==> src/rtl/mas_ram.sv <==
module mas_ram #(
   parameter int WIDTH = 8,
   parameter int DEPTH = 16
) (
   input  logic                     clock,
   input  logic                     wr_en,
   input  logic [$clog2(DEPTH)-1:0] wr_addr,
   input  logic [WIDTH-1:0]         wr_data,
   input  logic [WIDTH-1:0]         wr_mask,
   input  logic [$clog2(DEPTH)-1:0] rd_addr,
   output logic [WIDTH-1:0]         rd_data
);

   logic [WIDTH-1:0] mem [DEPTH];

   always_ff @(posedge clock) begin
      if (wr_en) begin
         for (int b = 0; b < WIDTH; b++) begin
            if (wr_mask[b]) begin
               mem[wr_addr][b] <= wr_data[b];
            end
         end
      end
      rd_data <= mem[rd_addr];
   end

endmodule

==> config.mk <==
export PLATFORM = sky130hd
export DESIGN_NAME = mas_ram
export DESIGN_NICKNAME = d
export VERILOG_FILES = /design/src/rtl/mas_ram.sv
export SDC_FILE = /design/constraint.sdc
export NUM_CORES = 1
export LEC_CHECK = 0
export BUFFER_PORTS_ARGS = -buffer_cell sky130_fd_sc_hd__buf_2
export CORE_ASPECT_RATIO = 1.25
export CORE_MARGIN = 3
export CORE_UTILIZATION = 35
export CTS_BUF_LIST = sky130_fd_sc_hd__clkbuf_2 sky130_fd_sc_hd__clkbuf_4 sky130_fd_sc_hd__clkbuf_8
export DETAILED_ROUTE_END_ITERATION = 7
export GPL_TIMING_DRIVEN = 0
export HOLD_SLACK_MARGIN = 0.08
export PLACE_DENSITY = 0.61
export SYNTH_ARGS = -nofsm -noshare
export SYNTH_HDL_FRONTEND = slang
export SYNTH_SLANG_ARGS = --single-unit
==> constraint.sdc <==
create_clock -name clock -period 1.1 [get_ports clock]
set_clock_uncertainty 0.05 [all_clocks]
set_input_delay 0 -clock clock [delete_from_list [all_inputs] [get_ports clock]]
set_output_delay 0 -clock clock [all_outputs]
set_load 0.05 [all_outputs]
==> flow_metrics.env <==
export IMPL_io_pin_count=34
export IMPL_post_route_drc_count=0
export IMPL_synth_seq_area_share_pct=70.4
export IMPL_cts_tree="built"
export IMPL_vias=3373
export IMPL_antenna_found_initial=0
export IMPL_finalSetupViolCount=9
export IMPL_dp_hpwl_mm=7.98
export IMPL_dp_cells=616
export IMPL_io_buffers=31
export IMPL_cp_required_ns=1.37
export IMPL_cts_made_buffers=17
export IMPL_htree_levels=4
export IMPL_clockBufferDepth=2
export IMPL_synth_most_common_cell="nor2_1"
export IMPL_whs_ns=-0.0112
export IMPL_yosys_top_cells_area="edfxtp_1 (68%), nor2_1 (8.7%), mux4_2 (7.1%)"
export IMPL_die_area_sq_mm=0.0178
export IMPL_drtAntennaViolNets=0
export IMPL_grt_max_degree=17
export IMPL_dpl_worst_slack_ns=-0.633
export IMPL_crit_path_end_kind="flop"
export IMPL_nets=457
export IMPL_final_cell_area_sq_mm=0.00661
export IMPL_fillers=1458
export IMPL_die_h_microns=148
export IMPL_slew_headroom_pct=23.4
export IMPL_firstDrtPassIters=5
export IMPL_ctsHoldBuffers=8
export IMPL_die_w_microns=120
export IMPL_avgViaCountPerCell=5.15
export IMPL_rsz0062_at_grt="yes"
export IMPL_fin_ws_ns=-0.188
export IMPL_syn_num_nets=399
export IMPL_worstPathArrival_ns=1.56
export IMPL_holdPathStages=4
export IMPL_p_leak_uw=0.00213
export IMPL_ys_flop_type="edfxtp_1"
export IMPL_clock_fmax_mhz=776
export IMPL_grt_remaining_overflow=0
export IMPL_max_cap_violations=0
export IMPL_cts_sinks=136
export IMPL_status="complete, but fails checks"
export IMPL_worstMarginPinSlew_ns=1.15
export IMPL_gp_congestion=0.765
export IMPL_hp_class="input port to flop"
export IMPL_post_cts_buffers=0
export IMPL_post_dp_cell_area_sq_mm=0.00605
export IMPL_start_util_pct=36.1
export IMPL_layout_drive_gt1_share_pct=28.7
export IMPL_power_uw=10500
export IMPL_ys_types=17
export IMPL_fin_crit_ns=1.29
export IMPL_synthTopCellsByCount="nor2_1 (131), edfxtp_1 (128), nand2_1 (25)"
export IMPL_crit_chain="mux4_2 -> a22oi_2 -> nand2_1"
export IMPL_grt_usage_pct=15.7
export IMPL_path_class="flop to flop"
export IMPL_drv_slew=0
export IMPL_cp_top_family="multiplexers"
export IMPL_max_stage_delay_ns=0.48
export IMPL_totalWireLength_mm=13.3
export IMPL_synth_top_cell_by_area="edfxtp_1"
export IMPL_synthArstFlopShare_pct=0
export IMPL_syn2layout_area_growth_pct=16.3
export IMPL_critPathLaunchType="flop"
export IMPL_synthCells=373
export IMPL_fin_crit_sh_pct=117
export IMPL_cellPowerDensity_mw_per_mm2=1600
export IMPL_avgSynthCellArea_sq_um=15.2
export IMPL_grt_pass1_vias=3452
export IMPL_slowest_stage="mux4_2"
export IMPL_synth_warnings=0
export IMPL_reg2reg_depth=3
export IMPL_synth_edf_count=128
export IMPL_wire_per_inst_microns=20.3
export IMPL_grt_first_pass_wirelength_mm=19.8
export IMPL_violations="negative hold slack, negative setup slack"
export IMPL_cts_root_buf="clkbuf_8"
export IMPL_cp_depth=3
export IMPL_finalNonFillerCells=655
export IMPL_crit_buf_inv=0
export IMPL_path_clk_slew_ns=0.07
export IMPL_critPathMaxFanout=1
export IMPL_yosysTopAreaCellShare_pct=67.6
export IMPL_row_count=51
export IMPL_clkLatencyLatePin_ns=0.44
export IMPL_finalHoldViolCount=4
export IMPL_coreArea_sq_mm=0.0158
export IMPL_ys_seq_elements=136
export IMPL_n_antenna_cell=0
export IMPL_drt_first_iter_violations=374
export IMPL_syn_area_sq_mm=0.00568
export IMPL_ir_drop_uv=681
## per-layer routing
metal / share of wire, % / routed length [microns] / vias up / global-route usage [%]
li1: - / - / 1496 / -
met1: 39 / 5150 / 1696 / 20.1
met2: 50 / 6620 / 155 / 24.4
met3: 8.6 / 1150 / 26 / 4.94
met4: 2.7 / 352 / 0 / 7.22
met5: 0 / 0 / - / 0
## stage by stage
stage          util [%]  TNS [ns]
6_report           42.0     -1.32
3_3_place_gp       38.4    -60.88
4_1_cts            41.5     -1.39
5_1_grt            42.0     -2.67
2_1_floorplan         -    -0.615
3_5_place_dp       38.4    -63.26
## repair_timing
| item | 4_1_cts | 5_1_grt |
|---|---|---|
| hold endpoints to repair | 178 | 42 |
| pin swaps | 2 | 2 |
| resized for setup | 8 | 18 |
| endpoints found under the setup margin | 88 | 52 |
| gates cloned | 0 | 0 |
## worst paths after layout
kind | endpoint | slack [ns] | start
min reg2reg | rd_data[1] | 0.62 | mem[6][1]
max reg2reg | rd_data[7] | -0.19 | mem[10][7]
max | rd_data[7] | -0.19 | mem[10][7]
min | rd_data[0] | -0.01 | rd_addr[1]
## flip-flops by register name, indices dropped and copies added (netlist names)
signal and count:
mem 128, rd_data 8
## kinds of logic (layout without fill, tap and decap cells)
family          after synthesis  after routing  synth area share [%]
buf+inv                      19             89                  2.11
mux                          32             32                  13.6
compound gates               16             16                  2.11
simple gates                170            170                  11.7
flops                       136            136                  70.4
## layout by cell type (no fill, tap or decap), drive strengths merged
cell,Yosys,routed
bufinv,0,2
nor2,131,131
and2b,1,1
clkbuf,9,32
clkdlybuf4s25,3,3
nand3,6,6
dfxtp,8,8
buf,7,36
clkinvlp,0,2
clkinv,0,6
mux4,32,32
a22oi,16,16
edfxtp,128,128
nor2b,5,5
dlygate4sd3,0,8
nand4,1,1
and2,1,1
nand2,25,25
## report_power, final
group	internal [uW]	total, uW	switching [uW]
Clock	2100	3920	1820
Combinational	290	865	576
Sequential	5740	5760	17.7
## area by class of cell
class | count | area (sq um) | share of cell area (%)
multi-input combinational | 218 | 1610 | 24.3
tap | 212 | 265 | 4.01
clock inverter | 10 | 104 | 1.57
buffer | 19 | 121 | 1.84
sequential | 136 | 4000 | 60.5
clock buffer | 21 | 270 | 4.09
timing repair buffer | 39 | 240 | 3.63
## worst reg2reg max path: stages (launching register included)
cell      delay [ns]
edfxtp_1        0.37
mux4_2          0.48
a22oi_2         0.18
nand2_1         0.08
Note: power is estimated with default switching activity, not from simulation.
