File: src/rtl/mas_pkg.sv
package mas_pkg;

   localparam int MAX_NODES      = 128;
   localparam int NODE_BITS      = $clog2(MAX_NODES);
   localparam int COUNT_BITS     = NODE_BITS + 1;
   localparam int MAT_ADDR_BITS  = 2 * NODE_BITS;
   localparam int MAT_DEPTH      = MAX_NODES * MAX_NODES;
   localparam int WEIGHT_BITS    = 32;
   localparam int TOTAL_BITS     = 39;
   localparam int OPCODE_BITS    = 2;
   localparam int CSR_DATA_BITS  = 8;
   localparam int CSR_INDEX_BITS = 1;

   typedef logic [COUNT_BITS-1:0]    count_type;
   typedef logic [NODE_BITS-1:0]     node_type;
   typedef logic [WEIGHT_BITS-1:0]   weight_type;
   typedef logic [TOTAL_BITS-1:0]    total_type;
   typedef logic [MAT_ADDR_BITS-1:0] mat_addr_type;
   typedef logic [OPCODE_BITS-1:0]   opcode_type;

   localparam weight_type NO_EDGE = '1;

   localparam opcode_type OP_CLEAR = 2'd0;
   localparam opcode_type OP_EDGE  = 2'd1;
   localparam opcode_type OP_SOLVE = 2'd2;

   localparam logic [CSR_INDEX_BITS-1:0] CSR_NODE_COUNT = 1'd0;
   localparam logic [CSR_INDEX_BITS-1:0] CSR_ROOT_NODE  = 1'd1;

   typedef struct packed {
      node_type parent;
      logic     removed;
      logic     visited;
      node_type stack_val;
      node_type set_par;
   } node_entry_type;

   localparam int NODE_ENTRY_BITS = $bits(node_entry_type);

   typedef struct packed {
      logic         we;
      mat_addr_type waddr;
      weight_type   wdata;
      mat_addr_type raddr;
   } mat_req_type;

   typedef struct packed {
      logic           we;
      node_type       waddr;
      node_entry_type wdata;
      node_entry_type wmask;
      node_type       raddr;
   } node_req_type;

   typedef struct packed {
      logic      valid;
      total_type total;
      logic      unreachable;
   } res_type;

   function automatic mat_addr_type mat_addr(input node_type row, input node_type col);
      return {row, col};
   endfunction

   function automatic weight_type sat_sub(input weight_type a, input weight_type b);
      return (a > b) ? (a - b) : '0;
   endfunction

endpackage

File: src/rtl/mas_engine.sv
module mas_engine (
   input  logic                                   clock,
   input  logic                                   reset,
   input  logic                                   req_valid,
   output logic                                   req_ready,
   input  mas_pkg::opcode_type                    req_opcode,
   input  mas_pkg::node_type                      req_from_node,
   input  mas_pkg::node_type                      req_to_node,
   input  mas_pkg::weight_type                    req_edge_weight,
   input  logic                                   csr_we,
   input  logic [mas_pkg::CSR_INDEX_BITS-1:0]     csr_index,
   input  logic [mas_pkg::CSR_DATA_BITS-1:0]      csr_wdata,
   output mas_pkg::mat_req_type                   mat_req,
   input  mas_pkg::weight_type                    mat_q,
   output mas_pkg::node_req_type                  node_req,
   input  mas_pkg::node_entry_type                node_q,
   output mas_pkg::res_type                       res,
   input  logic                                   res_ready
);

   typedef enum logic [5:0] {
      ST_IDLE, ST_CLR, ST_VCLR, ST_VPUSHR, ST_VPOP, ST_VPOPW, ST_VSCAN, ST_VSCANW,
      ST_VPUSH, ST_SINIT, ST_ITER, ST_CHI, ST_CHIW, ST_CHJ, ST_CHJW, ST_SPI,
      ST_UFI, ST_UFIW, ST_FA, ST_FAW, ST_FB, ST_FBW, ST_CYS, ST_CYW,
      ST_CW1, ST_CW1P, ST_CW1W, ST_SUB, ST_SUBW, ST_CW2, ST_CW2P, ST_CW2W,
      ST_KL, ST_KR, ST_KA, ST_KB, ST_KC, ST_KD, ST_KE,
      ST_FINAL, ST_FNW, ST_FNA, ST_DONE
   } state_type;

   state_type state_ff, state_in;
   logic [mas_pkg::CSR_DATA_BITS-1:0] node_count_ff;
   mas_pkg::node_type root_ff;
   mas_pkg::count_type i_ff, i_in, j_ff, j_in, k_ff, k_in, iter_ff, iter_in;
   mas_pkg::count_type g_ff, g_in, sp_ff, sp_in, seen_ff, seen_in, n_eff;
   mas_pkg::count_type sp_dec;
   mas_pkg::node_type now_ff, now_in, cyc_ff, cyc_in, cycp_ff, cycp_in;
   mas_pkg::node_type cur_ff, cur_in, a_ff, a_in, cp_ff, cp_in, jp_ff, jp_in;
   mas_pkg::weight_type best_ff, best_in, tmp_ff, tmp_in;
   mas_pkg::weight_type in_cyc_ff, in_cyc_in, in_j_ff, in_j_in;
   mas_pkg::total_type total_ff, total_in;
   mas_pkg::mat_addr_type clr_ff, clr_in;
   logic unreach_ff, unreach_in;
   mas_pkg::node_type ii, jj, kk;

   always_comb begin
      if (node_count_ff == '0) begin
         n_eff = mas_pkg::count_type'(1);
      end else if (node_count_ff > mas_pkg::CSR_DATA_BITS'(mas_pkg::MAX_NODES)) begin
         n_eff = mas_pkg::count_type'(mas_pkg::MAX_NODES);
      end else begin
         n_eff = node_count_ff;
      end
   end

   assign ii = i_ff[mas_pkg::NODE_BITS-1:0];
   assign jj = j_ff[mas_pkg::NODE_BITS-1:0];
   assign kk = k_ff[mas_pkg::NODE_BITS-1:0];
   assign sp_dec = sp_ff - 1'b1;

   assign req_ready       = (state_ff == ST_IDLE);
   assign res.valid       = (state_ff == ST_DONE);
   assign res.total       = total_ff;
   assign res.unreachable = unreach_ff;

   always_comb begin
      state_in  = state_ff;
      i_in      = i_ff;
      j_in      = j_ff;
      k_in      = k_ff;
      iter_in   = iter_ff;
      g_in      = g_ff;
      sp_in     = sp_ff;
      seen_in   = seen_ff;
      now_in    = now_ff;
      cyc_in    = cyc_ff;
      cycp_in   = cycp_ff;
      cur_in    = cur_ff;
      a_in      = a_ff;
      cp_in     = cp_ff;
      jp_in     = jp_ff;
      best_in   = best_ff;
      tmp_in    = tmp_ff;
      in_cyc_in = in_cyc_ff;
      in_j_in   = in_j_ff;
      total_in  = total_ff;
      clr_in    = clr_ff;
      unreach_in = unreach_ff;
      mat_req   = '0;
      node_req  = '0;

      case (state_ff)
         ST_IDLE: begin
            if (req_valid) begin
               case (req_opcode)
                  mas_pkg::OP_CLEAR: begin
                     clr_in   = '0;
                     state_in = ST_CLR;
                  end
                  mas_pkg::OP_EDGE: begin
                     mat_req.we    = 1'b1;
                     mat_req.waddr = mas_pkg::mat_addr(req_from_node, req_to_node);
                     mat_req.wdata = req_edge_weight;
                  end
                  mas_pkg::OP_SOLVE: begin
                     if ({1'b0, root_ff} >= n_eff) begin
                        total_in   = '0;
                        unreach_in = 1'b1;
                        state_in   = ST_DONE;
                     end else begin
                        i_in     = '0;
                        state_in = ST_VCLR;
                     end
                  end
                  default: begin
                  end
               endcase
            end
         end
         ST_CLR: begin
            mat_req.we    = 1'b1;
            mat_req.waddr = clr_ff;
            mat_req.wdata = mas_pkg::NO_EDGE;
            clr_in        = clr_ff + 1'b1;
            if (clr_ff == '1) begin
               state_in = ST_IDLE;
            end
         end
         ST_VCLR: begin
            node_req.we            = 1'b1;
            node_req.wmask.visited = 1'b1;
            if (i_ff == n_eff) begin
               node_req.waddr         = root_ff;
               node_req.wdata.visited = 1'b1;
               state_in               = ST_VPUSHR;
            end else begin
               node_req.waddr = ii;
               i_in           = i_ff + 1'b1;
            end
         end
         ST_VPUSHR: begin
            node_req.we              = 1'b1;
            node_req.waddr           = '0;
            node_req.wmask.stack_val = '1;
            node_req.wdata.stack_val = root_ff;
            sp_in    = mas_pkg::count_type'(1);
            seen_in  = '0;
            state_in = ST_VPOP;
         end
         ST_VPOP: begin
            if (sp_ff == '0) begin
               total_in = '0;
               if (seen_ff == n_eff) begin
                  unreach_in = 1'b0;
                  i_in       = '0;
                  state_in   = ST_SINIT;
               end else begin
                  unreach_in = 1'b1;
                  state_in   = ST_DONE;
               end
            end else begin
               sp_in          = sp_dec;
               node_req.raddr = sp_dec[mas_pkg::NODE_BITS-1:0];
               state_in       = ST_VPOPW;
            end
         end
         ST_VPOPW: begin
            now_in   = node_q.stack_val;
            seen_in  = seen_ff + 1'b1;
            i_in     = '0;
            state_in = ST_VSCAN;
         end
         ST_VSCAN: begin
            if (i_ff == n_eff) begin
               state_in = ST_VPOP;
            end else begin
               mat_req.raddr  = mas_pkg::mat_addr(now_ff, ii);
               node_req.raddr = ii;
               state_in       = ST_VSCANW;
            end
         end
         ST_VSCANW: begin
            if (!node_q.visited && mat_q != mas_pkg::NO_EDGE) begin
               node_req.we            = 1'b1;
               node_req.waddr         = ii;
               node_req.wmask.visited = 1'b1;
               node_req.wdata.visited = 1'b1;
               state_in               = ST_VPUSH;
            end else begin
               i_in     = i_ff + 1'b1;
               state_in = ST_VSCAN;
            end
         end
         ST_VPUSH: begin
            node_req.we              = 1'b1;
            node_req.waddr           = sp_ff[mas_pkg::NODE_BITS-1:0];
            node_req.wmask.stack_val = '1;
            node_req.wdata.stack_val = ii;
            sp_in    = sp_ff + 1'b1;
            i_in     = i_ff + 1'b1;
            state_in = ST_VSCAN;
         end
         ST_SINIT: begin
            if (i_ff == n_eff) begin
               iter_in  = '0;
               state_in = ST_ITER;
            end else begin
               node_req.we            = 1'b1;
               node_req.waddr         = ii;
               node_req.wmask.removed = 1'b1;
               i_in                   = i_ff + 1'b1;
            end
         end
         ST_ITER: begin
            i_in = '0;
            if (iter_ff == n_eff) begin
               state_in = ST_FINAL;
            end else begin
               state_in = ST_CHI;
            end
         end
         ST_CHI: begin
            if (i_ff == n_eff) begin
               i_in     = '0;
               state_in = ST_SPI;
            end else if (ii == root_ff) begin
               i_in = i_ff + 1'b1;
            end else begin
               node_req.raddr = ii;
               state_in       = ST_CHIW;
            end
         end
         ST_CHIW: begin
            if (node_q.removed) begin
               i_in     = i_ff + 1'b1;
               state_in = ST_CHI;
            end else begin
               mat_req.we    = 1'b1;
               mat_req.waddr = mas_pkg::mat_addr(ii, ii);
               mat_req.wdata = mas_pkg::NO_EDGE;
               cp_in         = ii;
               best_in       = mas_pkg::NO_EDGE;
               j_in          = '0;
               state_in      = ST_CHJ;
            end
         end
         ST_CHJ: begin
            if (j_ff == n_eff) begin
               node_req.we           = 1'b1;
               node_req.waddr        = ii;
               node_req.wmask.parent = '1;
               node_req.wdata.parent = cp_ff;
               i_in                  = i_ff + 1'b1;
               state_in              = ST_CHI;
            end else begin
               node_req.raddr = jj;
               mat_req.raddr  = mas_pkg::mat_addr(jj, ii);
               state_in       = ST_CHJW;
            end
         end
         ST_CHJW: begin
            if (!node_q.removed && mat_q < best_ff) begin
               cp_in   = jj;
               best_in = mat_q;
            end
            j_in     = j_ff + 1'b1;
            state_in = ST_CHJ;
         end
         ST_SPI: begin
            if (i_ff == n_eff) begin
               i_in     = '0;
               state_in = ST_UFI;
            end else begin
               node_req.we            = 1'b1;
               node_req.waddr         = ii;
               node_req.wmask.set_par = '1;
               node_req.wdata.set_par = ii;
               i_in                   = i_ff + 1'b1;
            end
         end
         ST_UFI: begin
            if (i_ff == n_eff) begin
               i_in     = '0;
               state_in = ST_FINAL;
            end else if (ii == root_ff) begin
               i_in = i_ff + 1'b1;
            end else begin
               node_req.raddr = ii;
               state_in       = ST_UFIW;
            end
         end
         ST_UFIW: begin
            if (node_q.removed || node_q.parent == ii) begin
               i_in     = i_ff + 1'b1;
               state_in = ST_UFI;
            end else begin
               cp_in    = node_q.parent;
               cur_in   = ii;
               state_in = ST_FA;
            end
         end
         ST_FA: begin
            node_req.raddr = cur_ff;
            state_in       = ST_FAW;
         end
         ST_FAW: begin
            if (node_q.set_par == cur_ff) begin
               a_in     = cur_ff;
               cur_in   = cp_ff;
               state_in = ST_FB;
            end else begin
               cur_in   = node_q.set_par;
               state_in = ST_FA;
            end
         end
         ST_FB: begin
            node_req.raddr = cur_ff;
            state_in       = ST_FBW;
         end
         ST_FBW: begin
            if (node_q.set_par == cur_ff) begin
               if (a_ff == cur_ff) begin
                  cyc_in   = ii;
                  cycp_in  = cp_ff;
                  state_in = ST_CYS;
               end else begin
                  node_req.we            = 1'b1;
                  node_req.waddr         = a_ff;
                  node_req.wmask.set_par = '1;
                  node_req.wdata.set_par = cur_ff;
                  i_in                   = i_ff + 1'b1;
                  state_in               = ST_UFI;
               end
            end else begin
               cur_in   = node_q.set_par;
               state_in = ST_FB;
            end
         end
         ST_CYS: begin
            mat_req.raddr = mas_pkg::mat_addr(cycp_ff, cyc_ff);
            state_in      = ST_CYW;
         end
         ST_CYW: begin
            in_cyc_in = mat_q;
            total_in  = total_ff + mas_pkg::TOTAL_BITS'(mat_q);
            cur_in    = cycp_ff;
            g_in      = '0;
            state_in  = ST_CW1;
         end
         ST_CW1: begin
            if (cur_ff == cyc_ff || g_ff == n_eff) begin
               j_in     = '0;
               state_in = ST_SUB;
            end else begin
               node_req.raddr = cur_ff;
               state_in       = ST_CW1P;
            end
         end
         ST_CW1P: begin
            jp_in                  = node_q.parent;
            node_req.we            = 1'b1;
            node_req.waddr         = cur_ff;
            node_req.wmask.removed = 1'b1;
            node_req.wdata.removed = 1'b1;
            mat_req.raddr          = mas_pkg::mat_addr(node_q.parent, cur_ff);
            state_in               = ST_CW1W;
         end
         ST_CW1W: begin
            total_in = total_ff + mas_pkg::TOTAL_BITS'(mat_q);
            cur_in   = jp_ff;
            g_in     = g_ff + 1'b1;
            state_in = ST_CW1;
         end
         ST_SUB: begin
            if (j_ff == n_eff) begin
               cur_in   = cycp_ff;
               g_in     = '0;
               state_in = ST_CW2;
            end else begin
               node_req.raddr = jj;
               mat_req.raddr  = mas_pkg::mat_addr(jj, cyc_ff);
               state_in       = ST_SUBW;
            end
         end
         ST_SUBW: begin
            if (!node_q.removed && mat_q != mas_pkg::NO_EDGE) begin
               mat_req.we    = 1'b1;
               mat_req.waddr = mas_pkg::mat_addr(jj, cyc_ff);
               mat_req.wdata = mas_pkg::sat_sub(mat_q, in_cyc_ff);
            end
            j_in     = j_ff + 1'b1;
            state_in = ST_SUB;
         end
         ST_CW2: begin
            if (cur_ff == cyc_ff || g_ff == n_eff) begin
               iter_in  = iter_ff + 1'b1;
               state_in = ST_ITER;
            end else begin
               node_req.raddr = cur_ff;
               state_in       = ST_CW2P;
            end
         end
         ST_CW2P: begin
            jp_in         = node_q.parent;
            mat_req.raddr = mas_pkg::mat_addr(node_q.parent, cur_ff);
            state_in      = ST_CW2W;
         end
         ST_CW2W: begin
            in_j_in  = mat_q;
            k_in     = '0;
            state_in = ST_KL;
         end
         ST_KL: begin
            if (k_ff == n_eff) begin
               cur_in   = jp_ff;
               g_in     = g_ff + 1'b1;
               state_in = ST_CW2;
            end else begin
               node_req.raddr = kk;
               state_in       = ST_KR;
            end
         end
         ST_KR: begin
            if (node_q.removed) begin
               k_in     = k_ff + 1'b1;
               state_in = ST_KL;
            end else begin
               mat_req.raddr = mas_pkg::mat_addr(cur_ff, kk);
               state_in      = ST_KA;
            end
         end
         ST_KA: begin
            tmp_in        = mat_q;
            mat_req.raddr = mas_pkg::mat_addr(cyc_ff, kk);
            state_in      = ST_KB;
         end
         ST_KB: begin
            if (tmp_ff < mat_q) begin
               mat_req.we    = 1'b1;
               mat_req.waddr = mas_pkg::mat_addr(cyc_ff, kk);
               mat_req.wdata = tmp_ff;
            end
            state_in = ST_KC;
         end
         ST_KC: begin
            mat_req.raddr = mas_pkg::mat_addr(kk, cur_ff);
            state_in      = ST_KD;
         end
         ST_KD: begin
            if (mat_q == mas_pkg::NO_EDGE) begin
               k_in     = k_ff + 1'b1;
               state_in = ST_KL;
            end else begin
               tmp_in        = mas_pkg::sat_sub(mat_q, in_j_ff);
               mat_req.raddr = mas_pkg::mat_addr(kk, cyc_ff);
               state_in      = ST_KE;
            end
         end
         ST_KE: begin
            if (tmp_ff < mat_q) begin
               mat_req.we    = 1'b1;
               mat_req.waddr = mas_pkg::mat_addr(kk, cyc_ff);
               mat_req.wdata = tmp_ff;
            end
            k_in     = k_ff + 1'b1;
            state_in = ST_KL;
         end
         ST_FINAL: begin
            if (i_ff == n_eff) begin
               state_in = ST_DONE;
            end else if (ii == root_ff) begin
               i_in = i_ff + 1'b1;
            end else begin
               node_req.raddr = ii;
               state_in       = ST_FNW;
            end
         end
         ST_FNW: begin
            if (node_q.removed || node_q.parent == ii) begin
               i_in     = i_ff + 1'b1;
               state_in = ST_FINAL;
            end else begin
               mat_req.raddr = mas_pkg::mat_addr(node_q.parent, ii);
               state_in      = ST_FNA;
            end
         end
         ST_FNA: begin
            total_in = total_ff + mas_pkg::TOTAL_BITS'(mat_q);
            i_in     = i_ff + 1'b1;
            state_in = ST_FINAL;
         end
         ST_DONE: begin
            if (res_ready) begin
               state_in = ST_IDLE;
            end
         end
         default: begin
            state_in = ST_IDLE;
         end
      endcase
   end

   always_ff @(posedge clock) begin
      if (reset) begin
         state_ff      <= ST_IDLE;
         node_count_ff <= mas_pkg::CSR_DATA_BITS'(mas_pkg::MAX_NODES);
         root_ff       <= '0;
      end else begin
         state_ff <= state_in;
         if (csr_we) begin
            case (csr_index)
               mas_pkg::CSR_NODE_COUNT: node_count_ff <= csr_wdata;
               mas_pkg::CSR_ROOT_NODE:  root_ff <= csr_wdata[mas_pkg::NODE_BITS-1:0];
               default: begin
               end
            endcase
         end
      end
      i_ff      <= i_in;
      j_ff      <= j_in;
      k_ff      <= k_in;
      iter_ff   <= iter_in;
      g_ff      <= g_in;
      sp_ff     <= sp_in;
      seen_ff   <= seen_in;
      now_ff    <= now_in;
      cyc_ff    <= cyc_in;
      cycp_ff   <= cycp_in;
      cur_ff    <= cur_in;
      a_ff      <= a_in;
      cp_ff     <= cp_in;
      jp_ff     <= jp_in;
      best_ff   <= best_in;
      tmp_ff    <= tmp_in;
      in_cyc_ff <= in_cyc_in;
      in_j_ff   <= in_j_in;
      total_ff  <= total_in;
      clr_ff    <= clr_in;
      unreach_ff <= unreach_in;
   end

endmodule

File: config.mk
export PLATFORM = sky130hd
export DESIGN_NAME = mas_engine
export DESIGN_NICKNAME = d
export VERILOG_FILES = /design/src/rtl/mas_pkg.sv /design/src/rtl/mas_engine.sv
export SDC_FILE = /design/constraint.sdc
export NUM_CORES = 1
export LEC_CHECK = 0
export ABC_AREA = 1
export BUFFER_PORTS_ARGS = -buffer_cell sky130_fd_sc_hd__buf_2
export CORE_ASPECT_RATIO = 0.75
export CORE_MARGIN = 4
export CORE_UTILIZATION = 50
export CTS_CLUSTER_SIZE = 10
export DETAILED_ROUTE_END_ITERATION = 7
export PLACE_DENSITY = 0.7
export RECOVER_POWER = 50
export SYNTH_ARGS = -nofsm -noshare
export SYNTH_HDL_FRONTEND = slang
export SYNTH_SLANG_ARGS = --single-unit
File: constraint.sdc
create_clock -name clock -period 6.3 [get_ports clock]
set_clock_uncertainty 0.2 [all_clocks]
set_input_delay 0.63 -clock clock [delete_from_list [all_inputs] [get_ports clock]]
set_output_delay 0.63 -clock clock [all_outputs]
set_load 0.05 [all_outputs]
==> results.md <==
- The library cells used most frequently in the layout, excluding fill and tap cells, are sky130_fd_sc_hd__nand2_1, sky130_fd_sc_hd__inv_1, sky130_fd_sc_hd__nor2_1, sky130_fd_sc_hd__edfxtp_1, sky130_fd_sc_hd__a21oi_1.
- The number of hold violations in the final report is 0.
- The sink of the worst hold path is now_ff[4].
- The relative area change from synthesis to final layout is 11.3%.
- The flow ran to the end, but the final reports show violations.
- The first global-routing pass estimated 143000 um of wire.
- The worst setup path is of the flip-flop to flip-flop kind.
- The area enclosed by the die boundary is 0.0540 mm^2.
- The total instance count after detailed placement is 4217.
- The final layout net count is 3904.
- The root cell of the clock tree is sky130_fd_sc_hd__clkbuf_16.
- The element type at the critical path start is a flip-flop.
- The type of the worst min-delay path is input pin to flip-flop.
- The standard cell core area is 0.0492 mm^2.
- The hold-critical path depth is 1.
- In this run the critical register-to-register path is captured at total_ff[2].
- Max-cap violations in this run came to 4.
- The synthesized netlist cell count is 3343.
- The share of power burned in combinational logic is 37.2%.
- The cell-internal power is 4.18 mW.
- The startpoint of the lowest-slack hold path is node_q[11].
- The number of buffers inserted by port buffering is 280.
- The total count of max-transition violations in the final report came to 138.
- The yosys synthesis warning count is 0.
- The H-tree generated during clock tree synthesis spans 2 levels.
- Counting along the longest clock path gives a buffer depth of 3.
- Yosys mapped the design onto 67 distinct sky130hd cell types.
- The via count of the first global-routing pass is 22900.
- The routed design could run at a clock period as short as 5.16 ns.
- After routing the design area is 0.0280 mm^2.
- The reg-to-reg setup timing slack is 1.14 ns.
- Clock-pin slew was measured on the worst setup and hold paths at 0.07 ns.
- The clock insertion delay at the later pin of the skew report is 0.56 ns.
- For this run, design rule violations remaining after detail routing come to 4.
- The count of boundary I/O pins is 281.
- The launch instance of the worst register-to-register path is state_ff[2].
- TritonCTS built the clock tree.
- The synthesized design contains 308 register bits.
- The clock drives 308 sinks.
- The switching power as a share of total power is 41.6%.
- The number of antenna violations at the first check in global routing was 5.
- The most frequent standard cell in the layout excluding fill and tap cells is sky130_fd_sc_hd__nand2_1.
- The data required time at the worst endpoint is 6.33 ns.
- The fraction of the yosys area taken by sequential cells is 36.0%.
- Derived from the worst setup path, the maximum achievable clock frequency is 0.194 GHz.
- The arrival time of the worst setup path is 5.18 ns.
- For the final routed database, the setup TNS stands at 0 ns.
- The post-CTS resize count is 0.
- The clock network power share is 28.0%.
- Setup repair after global routing left no endpoint under its margin.
- The chip height is 202 um.
- The starting density of the core is 51.1%.
- The initial DRC count is 3573.
- In this run the power spent charging and discharging nets is 2.98 mW.
- For this design, the CTS-stage hold fixing added 0 buffers.
- After detailed routing, the number of vias per cell comes to 6.01.
- After detailed routing, the total wire length is 98500 um.
- Each instance of the synthesized netlist takes up on average 7.52 um^2.
- After synthesis the cells add up to 0.0251 mm^2.
- The element type at the critical path end is a flip-flop.
- The slew of the pin with the lowest slew margin is 2.21 ns.
- The overall via count from detail_route is 25700.
- The width of the die is 267 um.
- Hold timing on the final database bottoms out at a slack of 0.0465 ns.
- The aggregate global-route resource usage is 35.0%.
- Summing all placed instances gives a cell area of 0.0271 mm^2.
- The power after layout is 7.16 mW.
- The detailed placer's ending HPWL is 78800 um.
- At the end of routability-driven placement, the weighted congestion stood at 1.07.
- The sequential power share is 34.8%.
- VDD sags by at most 0.000228 V.
- The number of endpoints failing setup at the final stage is 0.
- Dividing total power by cell area gives a power density of 256 mW/mm^2.
- For the worst flop-to-flop path, the logic depth is 8.
- The number of setup buffers added after CTS is 0.
- The total clock buffers created by CTS is 38.
- The first TritonRoute pass finished after 8 iterations.
- The total grt overflow is 0.
- The count of standard-cell rows is 70.
- Excluding fillers, the count of instances in the completed layout stands at 4283.
- The checks that failed: design-rule violations, max-capacitance violations, max-slew violations.
- The final critical path takes up 81.8% of the cycle.
- The headroom to the max-slew limit is -47.1%.
- The residual antenna-violating net count after detailed routing is 0.
- The number of nets in the synthesized netlist is 3638.
- In this run the static leakage power is 12.9 nW.
- In this run the worst path has a maximum fanout of 35.
- The maximum number of pins on one net before global-route repair is 36.
- Cells with a size suffix above 1 make up 9.28% of the layout.
- The wire length per cell after detailed routing is 23.0 um.
## synthesized netlist by cell type (all sizes together)
master	number	area (um^2)
edfxtp	287	8620
o21a	9	67.6
nand2	747	2890
a31oi	18	113
o21bai	10	78.8
o31ai	3	22.5
a211oi	8	60.1
nor2	337	1370
a21oi	280	1410
nor4	10	62.6
buf	59	395
o2111ai	7	61.3
ha	175	2190
a2111oi	1	15.0
o221ai	20	181
nor3	67	362
or2	7	43.8
a21o	34	255
and3	3	18.8
a21boi	4	30.0
fa	3	60.1
nor3b	8	65.1
nand4	71	450
dfxtp	21	420
a22oi	19	143
xor2	58	508
a31o	1	8.76
inv	485	1820
nand3	194	993
nand3b	30	225
a221oi	14	123
o32ai	1	8.76
a41oi	1	8.76
xnor2	44	385
clkinv	5	20.0
o311ai	1	8.76
clkbuf	24	90.1
o211ai	23	173
o22ai	58	363
o21ai	196	1000
## through the flow
stage / setup WS, ns / util [%]
after floorplan: 1.92 / -
after global placement: 1.89 / 55.1
after detailed placement: 1.82 / 55.1
after CTS: 1.76 / 57.2
after global routing: 0.789 / 56.8
final: 1.14 / 56.9
## power by group through the flow
stage / logic (mW) / clock network [mW] / registers (mW)
6_report: 2.66 / 2.01 / 2.49
5_1_grt: 2.82 / 2.11 / 2.50
4_1_cts: 2.62 / 2.03 / 2.49
3_5_place_dp: 2.61 / 0 / 2.53
3_3_place_gp: 2.61 / 0 / 2.53
2_1_floorplan: 1.73 / 0 / 2.62
## critical path, cell delays in order, from the launching register on
cell and delay (ns):
sky130_fd_sc_hd__dfxtp_1 0.46, sky130_fd_sc_hd__inv_1 0.13, sky130_fd_sc_hd__nor2_1 0.59, sky130_fd_sc_hd__nand3_1 0.30
sky130_fd_sc_hd__nand3_1 0.20, sky130_fd_sc_hd__clkbuf_1 1.21, sky130_fd_sc_hd__inv_1 0.59, sky130_fd_sc_hd__a21oi_4 0.70
sky130_fd_sc_hd__buf_4 0.42
## kinds of logic (layout without fill, tap and decap cells)
kind of cell | count (synthesis) | after routing | synth area share, %
other | 0 | 5 | 0
buffers and inverters | 573 | 860 | 9.27
AO/OA/AOI/OAI | 708 | 708 | 16.5
AND/OR/NAND/NOR | 1474 | 1474 | 25.8
adder cells (fa/ha/maj) | 178 | 178 | 8.95
flip-flops | 308 | 308 | 36.0
XOR/XNOR | 102 | 102 | 3.55
## area by class of cell
| cell class | instances | area, um^2 |
|---|---|---|
| tap | 648 | 811 |
| clock buffer | 55 | 1040 |
| fill | 4823 | 21200 |
| inverter | 490 | 1840 |
| antenna | 5 | 12.5 |
| multi-input combinational | 2462 | 13700 |
| clock inverter | 6 | 32.5 |
| sequential | 308 | 9040 |
| timing repair buffer | 309 | 1470 |
## per-layer routing
metal | share of wire, % | global-route usage (%) | up-vias
met3 | 15 | 13.4 | 147
met2 | 37 | 44.3 | 1624
li1 | - | - | 12000
met5 | 0 | 0 | -
met4 | 2.1 | 7.34 | 0
met1 | 46 | 55.3 | 12000
## flip-flops by register name, indices dropped and copies added, names as in the netlist, 14 cells and up
name	cells
tmp_ff	32
best_ff	32
in_j_ff	32
total_ff	39
in_cyc_ff	32
clr_ff	14
## worst max-delay path by stage
stage                     start            to  depth (start not counted)
floorplan           state_ff[1]       k_ff[0]                          5
global placement       mat_q[1]   mat_req[34]                         17
detailed placement     mat_q[1]   mat_req[31]                         17
CTS                   tmp_ff[7]   mat_req[31]                         13
global route        state_ff[2]  total_ff[13]                          8
finish              state_ff[2]   total_ff[2]                          8
No activity file was read; power rests on OpenSTA's default activity.
